### src/hw/rtl/qed_pkg.sv
// ----------------------------------------------------------------------------
// Quadrature decoder package
// Shared widths, command and register codes, and the item and configuration
// types of the quadrature decoder with button counter.
// ----------------------------------------------------------------------------
package qed_pkg;

	localparam int CMD_W      = 3;
	localparam int VALUE_W    = 16;
	localparam int THRESH_W   = 8;
	localparam int CFG_IDX_W  = 2;
	localparam int CFG_DATA_W = 8;

	localparam int COUNTS_PER_DETENT_DEF = 4;
	localparam logic [THRESH_W-1:0] STEP_THRESHOLD_RST = 8'd4;

	typedef enum logic [CMD_W-1:0] {
		CMD_ENC   = 3'd0,
		CMD_BTN   = 3'd1,
		CMD_TURNS = 3'd2,
		CMD_STEP  = 3'd3,
		CMD_PRESS = 3'd4
	} cmd_t;

	typedef enum logic [CFG_IDX_W-1:0] {
		REG_DIR_INVERT   = 2'd0,
		REG_BUTTON_LEVEL = 2'd1,
		REG_STEP_THRESH  = 2'd2
	} reg_idx_t;

	typedef struct packed {
		logic [CMD_W-1:0] cmd;
		logic             pin_a;
		logic             pin_b;
		logic             button_level;
	} item_t;

	typedef struct packed {
		logic                dir_invert;
		logic                button_active_level;
		logic [THRESH_W-1:0] step_threshold;
	} cfg_t;

endpackage

### src/hw/rtl/quadrature_encoder_with_button_counter.sv
// ----------------------------------------------------------------------------
// Quadrature encoder decoder with button counter
// Counts x4 quadrature steps and button presses, and answers read commands.
//
//   Channel  Signals                                  Direction
//   input    in_valid in_ready cmd pin_a pin_b        in, ready out
//            button_level
//   output   out_valid out_ready read_value           out, ready in
//   config   cfg_valid cfg_ready cfg_index cfg_data   in, ready out
//
// One item is accepted per cycle while no read is held by a stalled result
// register; a read result is offered once it has moved from the input
// register into the result register.
// Reset clears the counters, the encoder and button history and the
// registers to their defaults. A stalled result register holds the item in
// the input register only when that item is a read; samples keep flowing.
// ----------------------------------------------------------------------------
module quadrature_encoder_with_button_counter #(
	parameter int COUNTS_PER_DETENT = qed_pkg::COUNTS_PER_DETENT_DEF
) (
	input  logic                            clk,
	input  logic                            arst_n,
	input  logic                            in_valid,
	output logic                            in_ready,
	input  logic [qed_pkg::CMD_W-1:0]       cmd,
	input  logic                            pin_a,
	input  logic                            pin_b,
	input  logic                            button_level,
	output logic                            out_valid,
	input  logic                            out_ready,
	output logic signed [qed_pkg::VALUE_W-1:0] read_value,
	input  logic                            cfg_valid,
	output logic                            cfg_ready,
	input  logic [qed_pkg::CFG_IDX_W-1:0]   cfg_index,
	input  logic [qed_pkg::CFG_DATA_W-1:0]  cfg_data
);
	import qed_pkg::*;

	cfg_t               cfg_q;
	logic               valid_s1;
	item_t              item_s1;
	logic               has_result;
	logic [VALUE_W-1:0] result;
	logic               out_free;
	logic               advance;
	logic [VALUE_W-1:0] read_bits;

	assign cfg_ready  = 1'b1;
	assign advance    = valid_s1 && (!has_result || out_free);
	assign in_ready   = !valid_s1 || advance;
	assign read_value = $signed(read_bits);

	always_ff @(posedge clk or negedge arst_n) begin
		if (!arst_n) begin
			cfg_q.dir_invert          <= 1'b0;
			cfg_q.button_active_level <= 1'b0;
			cfg_q.step_threshold      <= STEP_THRESHOLD_RST;
		end else if (cfg_valid) begin
			unique case (cfg_index)
				REG_DIR_INVERT:   cfg_q.dir_invert          <= cfg_data[0];
				REG_BUTTON_LEVEL: cfg_q.button_active_level <= cfg_data[0];
				REG_STEP_THRESH:  cfg_q.step_threshold      <= cfg_data[THRESH_W-1:0];
				default: begin
				end
			endcase
		end
	end

	always_ff @(posedge clk or negedge arst_n) begin
		if (!arst_n) begin
			valid_s1 <= 1'b0;
		end else if (in_ready) begin
			valid_s1 <= in_valid;
		end
	end

	always_ff @(posedge clk) begin
		if (in_valid && in_ready) begin
			item_s1 <= '{cmd: cmd, pin_a: pin_a, pin_b: pin_b, button_level: button_level};
		end
	end

	qed_core #(
		.COUNTS_PER_DETENT(COUNTS_PER_DETENT)
	) u_core (
		.clk       (clk),
		.arst_n    (arst_n),
		.fire      (advance),
		.item      (item_s1),
		.cfg       (cfg_q),
		.has_result(has_result),
		.result    (result)
	);

	qed_out u_out (
		.clk       (clk),
		.arst_n    (arst_n),
		.load      (advance && has_result),
		.value     (result),
		.free      (out_free),
		.out_valid (out_valid),
		.out_ready (out_ready),
		.read_value(read_bits)
	);

	a_stall_cause: assert property (@(posedge clk) disable iff (!arst_n)
		!in_ready |-> (valid_s1 && has_result && out_valid && !out_ready))
		else $error("Input stalled without a blocked read result.");

	a_result_loaded: assert property (@(posedge clk) disable iff (!arst_n)
		(advance && has_result) |=> out_valid)
		else $error("A read left the input stage without a result.");

	a_input_held: assert property (@(posedge clk) disable iff (!arst_n)
		(in_valid && in_ready) |=> valid_s1)
		else $error("An accepted transfer was not captured.");

endmodule

### src/hw/rtl/qed_core.sv
// ----------------------------------------------------------------------------
// Quadrature decoder core
// Holds the encoder and button state, applies one item per transfer and
// forms the read result from the current counters.
// ----------------------------------------------------------------------------
module qed_core #(
	parameter int COUNTS_PER_DETENT = qed_pkg::COUNTS_PER_DETENT_DEF
) (
	input  logic                         clk,
	input  logic                         arst_n,
	input  logic                         fire,
	input  qed_pkg::item_t               item,
	input  qed_pkg::cfg_t                cfg,
	output logic                         has_result,
	output logic [qed_pkg::VALUE_W-1:0]  result
);
	import qed_pkg::*;

	localparam int RECIP_SHIFT = VALUE_W + $clog2(COUNTS_PER_DETENT) + 1;
	localparam int RECIP_W     = RECIP_SHIFT + 1;
	localparam int PROD_W      = VALUE_W + RECIP_W;
	localparam logic [RECIP_W-1:0] RECIP =
		RECIP_W'(((64'd1 << RECIP_SHIFT) + 64'(COUNTS_PER_DETENT) - 64'd1) /
		64'(COUNTS_PER_DETENT));
	localparam logic signed [VALUE_W-1:0] COUNT_MAX = {1'b0, {(VALUE_W-1){1'b1}}};
	localparam logic signed [VALUE_W-1:0] COUNT_MIN = {1'b1, {(VALUE_W-1){1'b0}}};
	localparam logic [VALUE_W-1:0] PRESS_MAX = {1'b0, {(VALUE_W-1){1'b1}}};

	function automatic logic [1:0] ring_pos(input logic [1:0] ab);
		ring_pos = {ab[1], ab[1] ^ ab[0]};
	endfunction

	logic [1:0]                 prev_ab_q;
	logic                       seen_q;
	logic signed [VALUE_W-1:0]  count_q;
	logic                       prev_btn_q;
	logic [VALUE_W-1:0]         press_q;

	logic [1:0]                 ab;
	logic [1:0]                 ring_delta;
	logic                       step_up;
	logic                       step_down;
	logic signed [VALUE_W-1:0]  count_inc;
	logic signed [VALUE_W-1:0]  count_dec;
	logic [VALUE_W-1:0]         mag;
	logic [PROD_W-1:0]          prod;
	logic [VALUE_W-1:0]         quo;
	logic [VALUE_W-1:0]         turns;
	logic                       step_fire;
	logic                       press_edge;

	always_comb begin
		ab         = {item.pin_a, item.pin_b};
		ring_delta = ring_pos(ab) - ring_pos(prev_ab_q);
		step_up    = cfg.dir_invert ? (ring_delta == 2'd3) : (ring_delta == 2'd1);
		step_down  = cfg.dir_invert ? (ring_delta == 2'd1) : (ring_delta == 2'd3);
		count_inc  = (count_q == COUNT_MAX) ? count_q : count_q + VALUE_W'(1);
		count_dec  = (count_q == COUNT_MIN) ? count_q : count_q - VALUE_W'(1);
		mag        = count_q[VALUE_W-1] ? (~count_q + VALUE_W'(1)) : count_q;
		prod       = PROD_W'(mag) * PROD_W'(RECIP);
		quo        = prod[RECIP_SHIFT +: VALUE_W];
		turns      = count_q[VALUE_W-1] ? (~quo + VALUE_W'(1)) : quo;
		step_fire  = count_q >= $signed({{(VALUE_W-THRESH_W){1'b0}}, cfg.step_threshold});
		press_edge = (item.button_level != prev_btn_q) &&
			(item.button_level == cfg.button_active_level);
	end

	always_comb begin
		has_result = 1'b0;
		result     = '0;
		unique case (item.cmd)
			CMD_TURNS: begin
				has_result = 1'b1;
				result     = turns;
			end
			CMD_STEP: begin
				has_result = 1'b1;
				result     = step_fire ? turns : '0;
			end
			CMD_PRESS: begin
				has_result = 1'b1;
				result     = press_q;
			end
			default: begin
				has_result = 1'b0;
				result     = '0;
			end
		endcase
	end

	always_ff @(posedge clk or negedge arst_n) begin
		if (!arst_n) begin
			prev_ab_q  <= '0;
			seen_q     <= 1'b0;
			count_q    <= '0;
			prev_btn_q <= 1'b0;
			press_q    <= '0;
		end else if (fire) begin
			unique case (item.cmd)
				CMD_ENC: begin
					if (seen_q && step_up) begin
						count_q <= count_inc;
					end else if (seen_q && step_down) begin
						count_q <= count_dec;
					end
					prev_ab_q <= ab;
					seen_q    <= 1'b1;
				end
				CMD_BTN: begin
					if (press_edge && press_q != PRESS_MAX) begin
						press_q <= press_q + VALUE_W'(1);
					end
					prev_btn_q <= item.button_level;
				end
				CMD_TURNS: begin
					count_q <= '0;
				end
				CMD_STEP: begin
					if (step_fire) begin
						count_q <= '0;
					end
				end
				CMD_PRESS: begin
					press_q <= '0;
				end
				default: begin
				end
			endcase
		end
	end

	a_press_fits: assert property (@(posedge clk) disable iff (!arst_n)
		!press_q[VALUE_W-1])
		else $error("Press count exceeded its saturation limit.");

	a_first_sample: assert property (@(posedge clk) disable iff (!arst_n)
		(fire && item.cmd == CMD_ENC && !seen_q) |=> $stable(count_q))
		else $error("The first encoder sample changed the count.");

	a_turns_clear: assert property (@(posedge clk) disable iff (!arst_n)
		(fire && item.cmd == CMD_TURNS) |=> (count_q == '0))
		else $error("A turns read did not clear the count.");

endmodule

### src/hw/rtl/qed_out.sv
// ----------------------------------------------------------------------------
// Quadrature decoder result register
// Holds one read result until the downstream side takes the transfer.
// ----------------------------------------------------------------------------
module qed_out (
	input  logic                         clk,
	input  logic                         arst_n,
	input  logic                         load,
	input  logic [qed_pkg::VALUE_W-1:0]  value,
	output logic                         free,
	output logic                         out_valid,
	input  logic                         out_ready,
	output logic [qed_pkg::VALUE_W-1:0]  read_value
);
	import qed_pkg::*;

	logic               valid_q;
	logic [VALUE_W-1:0] value_q;

	assign free       = !valid_q || out_ready;
	assign out_valid  = valid_q;
	assign read_value = value_q;

	always_ff @(posedge clk or negedge arst_n) begin
		if (!arst_n) begin
			valid_q <= 1'b0;
		end else if (load) begin
			valid_q <= 1'b1;
		end else if (out_ready) begin
			valid_q <= 1'b0;
		end
	end

	always_ff @(posedge clk) begin
		if (load) begin
			value_q <= value;
		end
	end

endmodule

### config.mk
export PLATFORM = sky130hd
export DESIGN_NAME = quadrature_encoder_with_button_counter
export DESIGN_NICKNAME = d
export VERILOG_FILES = /design/src/hw/rtl/qed_pkg.sv /design/src/hw/rtl/quadrature_encoder_with_button_counter.sv /design/src/hw/rtl/qed_core.sv /design/src/hw/rtl/qed_out.sv
export SDC_FILE = /design/constraint.sdc
export NUM_CORES = 1
export LEC_CHECK = 0
export BUFFER_PORTS_ARGS = -buffer_cell sky130_fd_sc_hd__buf_4
export CORE_MARGIN = 8
export CORE_UTILIZATION = 37
export DETAILED_ROUTE_END_ITERATION = 6
export HOLD_SLACK_MARGIN = 0.03
export PLACE_DENSITY = 0.59
export SLEW_MARGIN = 0
export SYNTH_ARGS = -nofsm -noshare
export SYNTH_HDL_FRONTEND = slang
export SYNTH_SLANG_ARGS = --single-unit
### constraint.sdc
create_clock -name clk -period 3.42 [get_ports clk]
set_input_delay 0.342 -clock clk [delete_from_list [all_inputs] [get_ports clk]]
set_output_delay 0.342 -clock clk [all_outputs]
set_load 0.01 [all_outputs]
## Word level (Yosys, flattened, before mapping)

Cells that the tools add are included.

- $add $sub $neg: 6
- Order comparisons: 1
- Equality and inequality tests: 18
- Muxes and demuxes: 17
- Bitwise gates (word level): 4
- Reduce and logical (&&, ||, !) cells: 26

Operators by type and width:

| cell | count |
|---|---|
| 16-bit two-way mux | 9 |
| 16-bit case mux with 3 select lines | 2 |
| 16-bit by 1-bit adder with 16-bit output (second input constant) | 2 |
| 16-bit by 2-bit adder with 16-bit output (second input constant) | 2 |
| 16-bit == test (second input constant) | 2 |
| 16-bit case mux with 2 select lines | 1 |
| 16-bit by 9-bit >= comparator with 1-bit output | 1 |
| 16-bit by 15-bit != test with 1-bit output (second input constant) | 1 |
| 14-bit NOT with 16-bit output | 1 |
| 16-bit NOT | 1 |
| 16-bit by 2-bit subtractor with 16-bit output (second input constant) | 1 |
| 2-bit AND reduction | 5 |
| 1-bit logical AND | 7 |
| 3-bit by 2-bit == test with 1-bit output (second input constant) | 2 |
| 3-bit != test (second input constant) | 2 |
| 6-bit AND reduction | 1 |
| 1-bit two-way mux | 5 |
| 2-bit by 1-bit == test with 1-bit output (second input constant) | 2 |
| 2-bit == test (second input constant) | 2 |
| 2-bit by 1-bit != test with 1-bit output (second input constant) | 2 |
| 2-bit nonzero test | 2 |
| 3-bit by 1-bit == test with 1-bit output (second input constant) | 1 |
| 3-bit == test (second input constant) | 1 |
| 1-bit logical NOT | 3 |
| other kinds (11) | 14 |

- Bits in registers: 70
- Output and inout port bits: 19
- Word-level logic and storage cells: 87

## Logic depth before layout (Yosys ltp)

- Depth after elaboration: 8
- Mapped depth: 13
- Gate-level depth less buffers: 13

## Cells and area by module

Synthesis repeated with hierarchy kept, for this count alone.

- Cells, all modules: 462
- Area total of the unflattened synthesis: 4531.8 sq um

By module, submodules not included:

| module | times used | cells an instance | area an instance (sq um) | sequential area each (sq um) |
|---|---|---|---|---|
| qed_core | 1 | 405 | 3350.7 | 900.9 |
| quadrature_encoder_with_button_counter | 1 | 38 | 653.1 | 456.7 |
| qed_out | 1 | 19 | 528.0 | 505.5 |

## Worst setup path after synthesis

No wires, ideal clock.

- Path kind: register -> register
- From: register item_s1[2] (netlist bit)
- To: register u_core.count_q[15]
- Setup time: 0.116 ns
- Data arrival time: 3.313 ns
- Required time: 3.304 ns
- Slack: -0.008 ns
- Cell stages (with the launch flop): 14
- Buffers on the path: 0
- Period minus slack after synthesis: 3.428 ns
- Cell sequence: edfxtp_1 > xnor2_1 > ha_1 > xnor2_1 > xnor2_1 > nand2_1 > ha_1 > o21ai_0 > a31o_2 > a211o_1 > a31oi_1 > a211oi_1 > mux2_2 > o311ai_0

- Word-level cells in the longest chain between the ends: 7
- Elaborated cells on any way between the ends: 14
- Those cells by class: 1 x add/sub; 5 x eq/ne; 4 x mux; 1 x bitwise; 3 x reduce/logical

Ends and longest elaborated chain:

| item | line | RTL |
|---|---|---|
| from (decl) | quadrature_encoder_with_button_counter.sv:41 | `item_t item_s1;` |
| from (signal assigned) | quadrature_encoder_with_button_counter.sv:79 | `item_s1 <= '{cmd: cmd, pin_a: pin_a, pin_b: pin_b, button_level: button_level};` |
| 1-bit XOR | qed_core.sv:30 | `ring_pos = {ab[1], ab[1] ^ ab[0]};` |
| 2-bit subtractor * | qed_core.sv:54 | `ring_delta = ring_pos(ab) - ring_pos(prev_ab_q);` |
| 2-bit by 1-bit == test with 1-bit output / 2-bit == test (equally long branches) | qed_core.sv:55, qed_core.sv:56 |  |
| 1-bit two-way mux (on tied branches) | qed_core.sv:55, qed_core.sv:56 |  |
| 1-bit logical AND (on tied branches) | qed_core.sv:101, qed_core.sv:103 |  |
| 3-bit != test (no line) (tied with other cells) | - |  |
| 6-bit AND reduction (no line) / 16-bit case mux with 3 select lines (equally long branches) | - |  |
| to (signal assigned) | qed_core.sv:102 | `count_q <= count_inc;` |
| to (signal assigned) | qed_core.sv:104 | `count_q <= count_dec;` |
| to (decl) | qed_core.sv:35 | `logic signed [VALUE_W-1:0] count_q;` |

Mark *: on every way between the ends. The rest lies on a longest branch, timed or not.
A chain may end at the register's enable or synchronous reset.

## Worst setup path after layout

Ends and elaborated chain as after synthesis.

==> metrics.md <==
| Metric | Value |
|---|---|
| Maximum buffer depth of the clock tree | 2 |
| CTS H-tree depth | 3 |
| Met1 Track Usage GR | 16.6% |
| Wire length of the first global-routing pass | 17,700 um |
| Length in cells of the worst reg-to-reg path | 13 |
| Status | complete, no violations |
| Total area of multi-input combinational cells | 2450 sq um |
| HPWL after detailed placement | 7900 um |
| Leading cell types by total area after synthesis | sky130_fd_sc_hd__dfrtp_1, sky130_fd_sc_hd__edfxtp_1, sky130_fd_sc_hd__ha_1, sky130_fd_sc_hd__xor2_1, sky130_fd_sc_hd__mux2_2 |
| Share of post-route cells with drive strength above 1 | 19.4% |
| Clock sink count | 70 |
| Non-filler cells, final | 646 |
| Port bufs | 38 |
| Worst voltage drop across the vdd grid | 0.358 mV |
| Chip height | 126 um |
| M3 GR Usage | 2.57% |
| Drt total wl | 10,400 um |
| Max-slew headroom at the worst pin | 50.6% |
| Maximum clock skew at final layout | 0.0108 ns |
| Floorplan core area | 11,900 sq um |
| Drt initial violations | 247 |
| Reg-to-reg setup timing slack | 0.18 ns |
| Total chip power | 4.64 mW |
| Met2 Resource Use GR | 23.3% |
| Clock network power share | 19.9% |
| Detailed-route vias per instance | 5.36 |
| Reg power frac | 27.5% |
| Total gr overflow | 0 |
| GRT Total Usage | 13.7% |
| Portion of the post-synthesis area used by sequential elements | 41.7% |
| MaxCap Viol Count | 0 |
| Yosys cell types | 65 |
| Post-layout net count | 542 |
| Crit path to | u_core.count_q[15]$_DFFE_PN0P_ |
| Netlist area before placement | 4460 sq um |
| Number of enable-type register cells in the synthesized netlist | 22 |
| Final count of pins violating max slew | 0 |
| Number of fill cells in the layout | 1,142 |
| Antenna cells | 0 |
| Placed Area | 4940 sq um |
| Mean instance size in the synthesized netlist | 9.90 sq um |
| Average detailed-routed wire length per instance | 16.2 um |
| Warnings from Yosys | 0 |
| Clock slew at reported path FFs | 0.06 ns |
| Synth async-reset ratio | 68.6% |
| Switching portion of total power | 40.9% |
| Critical register-to-register path startpoint | item_s1[2]$_DFFE_PP_ |
| Worst hold path class | input pin to asynchronous set/reset pin |
| Sum of negative setup slack | 0 ns |
| Combinational Power Share | 52.6% |
| Fraction of synthesized cell area taken by the top area cell type | 26.3% |
| Number of nets with antenna violations after routing | 0 |
| Antenna violations before repair | 0 |
| Via count of the first global-routing pass | 3,521 |
| Worst slack at placement | -0.0137 ns |
| Inserted Clock Buffers | 9 |
| Capture instance of the worst register-to-register path | u_core.count_q[15]$_DFFE_PN0P_ |
| Top cell type by total area after synthesis | sky130_fd_sc_hd__dfrtp_1 |
| Critical path class | register to register |
| Endpoint arrival time on the critical path | 3.47 ns |
| Setup Fix Bufs, Post-CTS | 0 |
| Final core area utilization | 44.1% |
| Biggest fanout along the worst timing path | 15 |
| Cell area after layout | 5260 sq um |
| Die Footprint | 15,800 sq um |
| Root buf cell | sky130_fd_sc_hd__clkbuf_16 |
| Pin count of the biggest net entering global routing | 49 |
| Setup violations, final | 0 |
| Cell internal power dissipation | 2.74 mW |
| Actual slew at the worst max-slew pin | 0.731 ns |
| Flip-flop and latch count after synthesis | 70 |
| Post-Synthesis Cells | 451 |
| Sort of element at the end of the critical path | register |
| Sequential cell area in the final layout | 1860 sq um |
| Number of standard-cell rows in the floorplan | 40 |
| Initial Util | 37.5% |
| Most congested layer reported by global routing | met2 |
| Clock network latency to the later pin of the worst-skew pair | 0.34 ns |
| Reported net switching power | 1.90 mW |
| Hold bufs inserted after CTS | 0 |
| Layout overhead on the synthesized area | 17.7% |
| Highest attainable clock frequency | 308 MHz |
| P per Cell Area | 884 nW/um^2 |
| Top Ports | 40 |
| Critical Path Start | item_s1[2]$_DFFE_PP_ |
| Setup slack of the critical path after layout | 0.178 ns |
| Routability cong. | 0.851 |
| Critical Path Source Type | register |
| WHS | 0.0221 ns |
| Post-Syn Nets | 499 |
| Total vias in the final route | 3,462 |
| Final critical path time including I/O delays and setup | 3.24 ns |
| Main flop type after synthesis | sky130_fd_sc_hd__dfrtp_1 |
| Part of the cycle the worst path needs | 94.8% |
| First drt pass iteration count | 4 |
| Horizontal die dimension | 126 um |
| Hold violation total from the final report | 0 |
| DRC viols | 0 |
| Worst endpoint required time | 3.65 ns |
| Leakage power total | 2.28 nW |
| Cell count after placement | 630 |
| TritonCTS clock tree | yes |
[how the worst min path moves through the flow]
| stage | endpoint | slack, ns |
|---|---|---|
| global route | u_core.count_q[6]$_DFFE_PN0P_ | 0.09 |
| detailed placement | u_core.count_q[6]$_DFFE_PN0P_ | 0.41 |
| finish | u_core.count_q[6]$_DFFE_PN0P_ | 0.02 |
| CTS | u_core.count_q[13]$_DFFE_PN0P_ | 0.05 |
| global placement | u_core.count_q[6]$_DFFE_PN0P_ | 0.41 |
| floorplan | cfg_q[0]$_DFFE_PN0P_ | 0.05 |
[cell usage after synthesis, types with 2 or more instances]
library cell	instances
sky130_fd_sc_hd__nor2_1	32
sky130_fd_sc_hd__and3_1	10
sky130_fd_sc_hd__and2_1	4
sky130_fd_sc_hd__or4_1	2
sky130_fd_sc_hd__a211oi_1	6
sky130_fd_sc_hd__a21o_1	4
sky130_fd_sc_hd__inv_1	19
sky130_fd_sc_hd__nor4_1	2
sky130_fd_sc_hd__buf_1	3
sky130_fd_sc_hd__nand4_1	7
sky130_fd_sc_hd__a32o_1	3
sky130_fd_sc_hd__a311oi_1	2
sky130_fd_sc_hd__a31oi_1	4
sky130_fd_sc_hd__and4_1	4
sky130_fd_sc_hd__nand3b_1	5
sky130_fd_sc_hd__mux2i_1	4
sky130_fd_sc_hd__mux2_2	17
sky130_fd_sc_hd__or3_1	3
sky130_fd_sc_hd__nand2b_1	6
sky130_fd_sc_hd__nor2b_1	4
sky130_fd_sc_hd__o21a_1	4
sky130_fd_sc_hd__dfrtp_1	47
sky130_fd_sc_hd__a21oi_1	13
sky130_fd_sc_hd__ha_1	26
sky130_fd_sc_hd__a211o_1	3
sky130_fd_sc_hd__buf_6	3
sky130_fd_sc_hd__o41ai_1	2
sky130_fd_sc_hd__or2_2	3
sky130_fd_sc_hd__nor3b_1	2
sky130_fd_sc_hd__clkbuf_1	10
sky130_fd_sc_hd__buf_2	4
sky130_fd_sc_hd__o21ai_1	2
sky130_fd_sc_hd__a22o_1	6
sky130_fd_sc_hd__nand2_1	44
sky130_fd_sc_hd__edfxtp_1	22
sky130_fd_sc_hd__o21ai_0	24
sky130_fd_sc_hd__mux2_1	3
sky130_fd_sc_hd__nor3_1	8
sky130_fd_sc_hd__nand3_1	19
sky130_fd_sc_hd__xnor2_1	19
sky130_fd_sc_hd__xor2_1	22
[cells by family (layout without fill, tap and decap cells)]
kind of cell	after synthesis	in the layout	share of synthesized area [%]
AOI/OAI and AO/OA	87	87	13.6
xor gates and xnor gates	41	41	8.04
adders and majority gates	27	27	7.74
buffers and inverters	40	88	4.06
DFF	70	70	41.7
muxes	24	24	5.94
other	1	1	0.0840
and+or+nand+nor	161	161	18.8
[layout by cell type, fill, tap and decap left out, types with 5 or more instances in the layout]
| master | Yosys | final |
|---|---|---|
| sky130_fd_sc_hd__xnor2_1 | 19 | 18 |
| sky130_fd_sc_hd__edfxtp_1 | 22 | 22 |
| sky130_fd_sc_hd__and3_1 | 10 | 10 |
| sky130_fd_sc_hd__o21ai_0 | 24 | 23 |
| sky130_fd_sc_hd__a211oi_1 | 6 | 5 |
| sky130_fd_sc_hd__nor2_1 | 32 | 32 |
| sky130_fd_sc_hd__buf_4 | 1 | 53 |
| sky130_fd_sc_hd__nand3b_1 | 5 | 5 |
| sky130_fd_sc_hd__nand4_1 | 7 | 7 |
| sky130_fd_sc_hd__clkbuf_16 | 0 | 9 |
| sky130_fd_sc_hd__nand2_1 | 44 | 43 |
| sky130_fd_sc_hd__ha_1 | 26 | 25 |
| sky130_fd_sc_hd__a21oi_1 | 13 | 13 |
| sky130_fd_sc_hd__nor3_1 | 8 | 8 |
| sky130_fd_sc_hd__nand3_1 | 19 | 19 |
| sky130_fd_sc_hd__dfrtp_1 | 47 | 47 |
| sky130_fd_sc_hd__nand2b_1 | 6 | 6 |
| sky130_fd_sc_hd__xor2_1 | 22 | 22 |
| sky130_fd_sc_hd__inv_1 | 19 | 19 |
| sky130_fd_sc_hd__mux2_2 | 17 | 17 |
| sky130_fd_sc_hd__a22o_1 | 6 | 6 |
[metal layers]
metal  wire length (um)  vias up
li1                   -     1726
met2               5200       60
met4                242        0
met5                  0        -
met1               4570     1662
met3                435       14
[power groups by stage]
stage / Clock, mW / Combinational [mW] / Sequential [mW]
final: 0.924 / 2.44 / 1.28
after global routing: 0.975 / 2.77 / 1.30
after CTS: 0.940 / 2.42 / 1.27
after detailed placement: 0 / 2.38 / 1.29
after global placement: 0 / 2.32 / 1.28
after floorplan: 0 / 1.93 / 1.19
[registers in the layout, indices dropped and copies added, names as in the netlist]
signal	count
cfg_q	10
item_s1	6
u_core.count_q	16
u_core.press_q	16
u_core.prev_ab_q	2
u_core.prev_btn_q	1
u_core.seen_q	1
u_out.out_valid	1
u_out.read_value	16
valid_s1	1
[area by class of cell]
class | count | area share, %
Timing Repair Buffer | 53 | 7.57
Tap cell | 147 | 3.50
Clock inverter | 5 | 1.10
Inverter | 19 | 1.36
Multi-Input combinational cell | 341 | 46.6
Sequential cell | 70 | 35.5
Clock buffer | 11 | 4.43
[critical path, cell delays in order, from the launching register on]
cell and delay (ns):
sky130_fd_sc_hd__edfxtp_1 0.43, sky130_fd_sc_hd__xnor2_1 0.16, sky130_fd_sc_hd__ha_1 0.20, sky130_fd_sc_hd__xnor2_1 0.24, sky130_fd_sc_hd__xnor2_2 0.17, sky130_fd_sc_hd__nand2_4 0.18, sky130_fd_sc_hd__buf_4 0.20, sky130_fd_sc_hd__ha_2 0.40
sky130_fd_sc_hd__nand3_1 0.11, sky130_fd_sc_hd__a211o_1 0.32, sky130_fd_sc_hd__a31oi_2 0.20, sky130_fd_sc_hd__a211oi_2 0.12, sky130_fd_sc_hd__xnor2_1 0.13, sky130_fd_sc_hd__o311ai_0 0.26
[timing repair]
action,4_1_cts,5_1_grt
pin swaps,0,1
gates cloned,0,0
gates resized for setup,2,4
endpoints found under the setup margin,1,7
No activity file was read; power rests on OpenSTA's default activity.
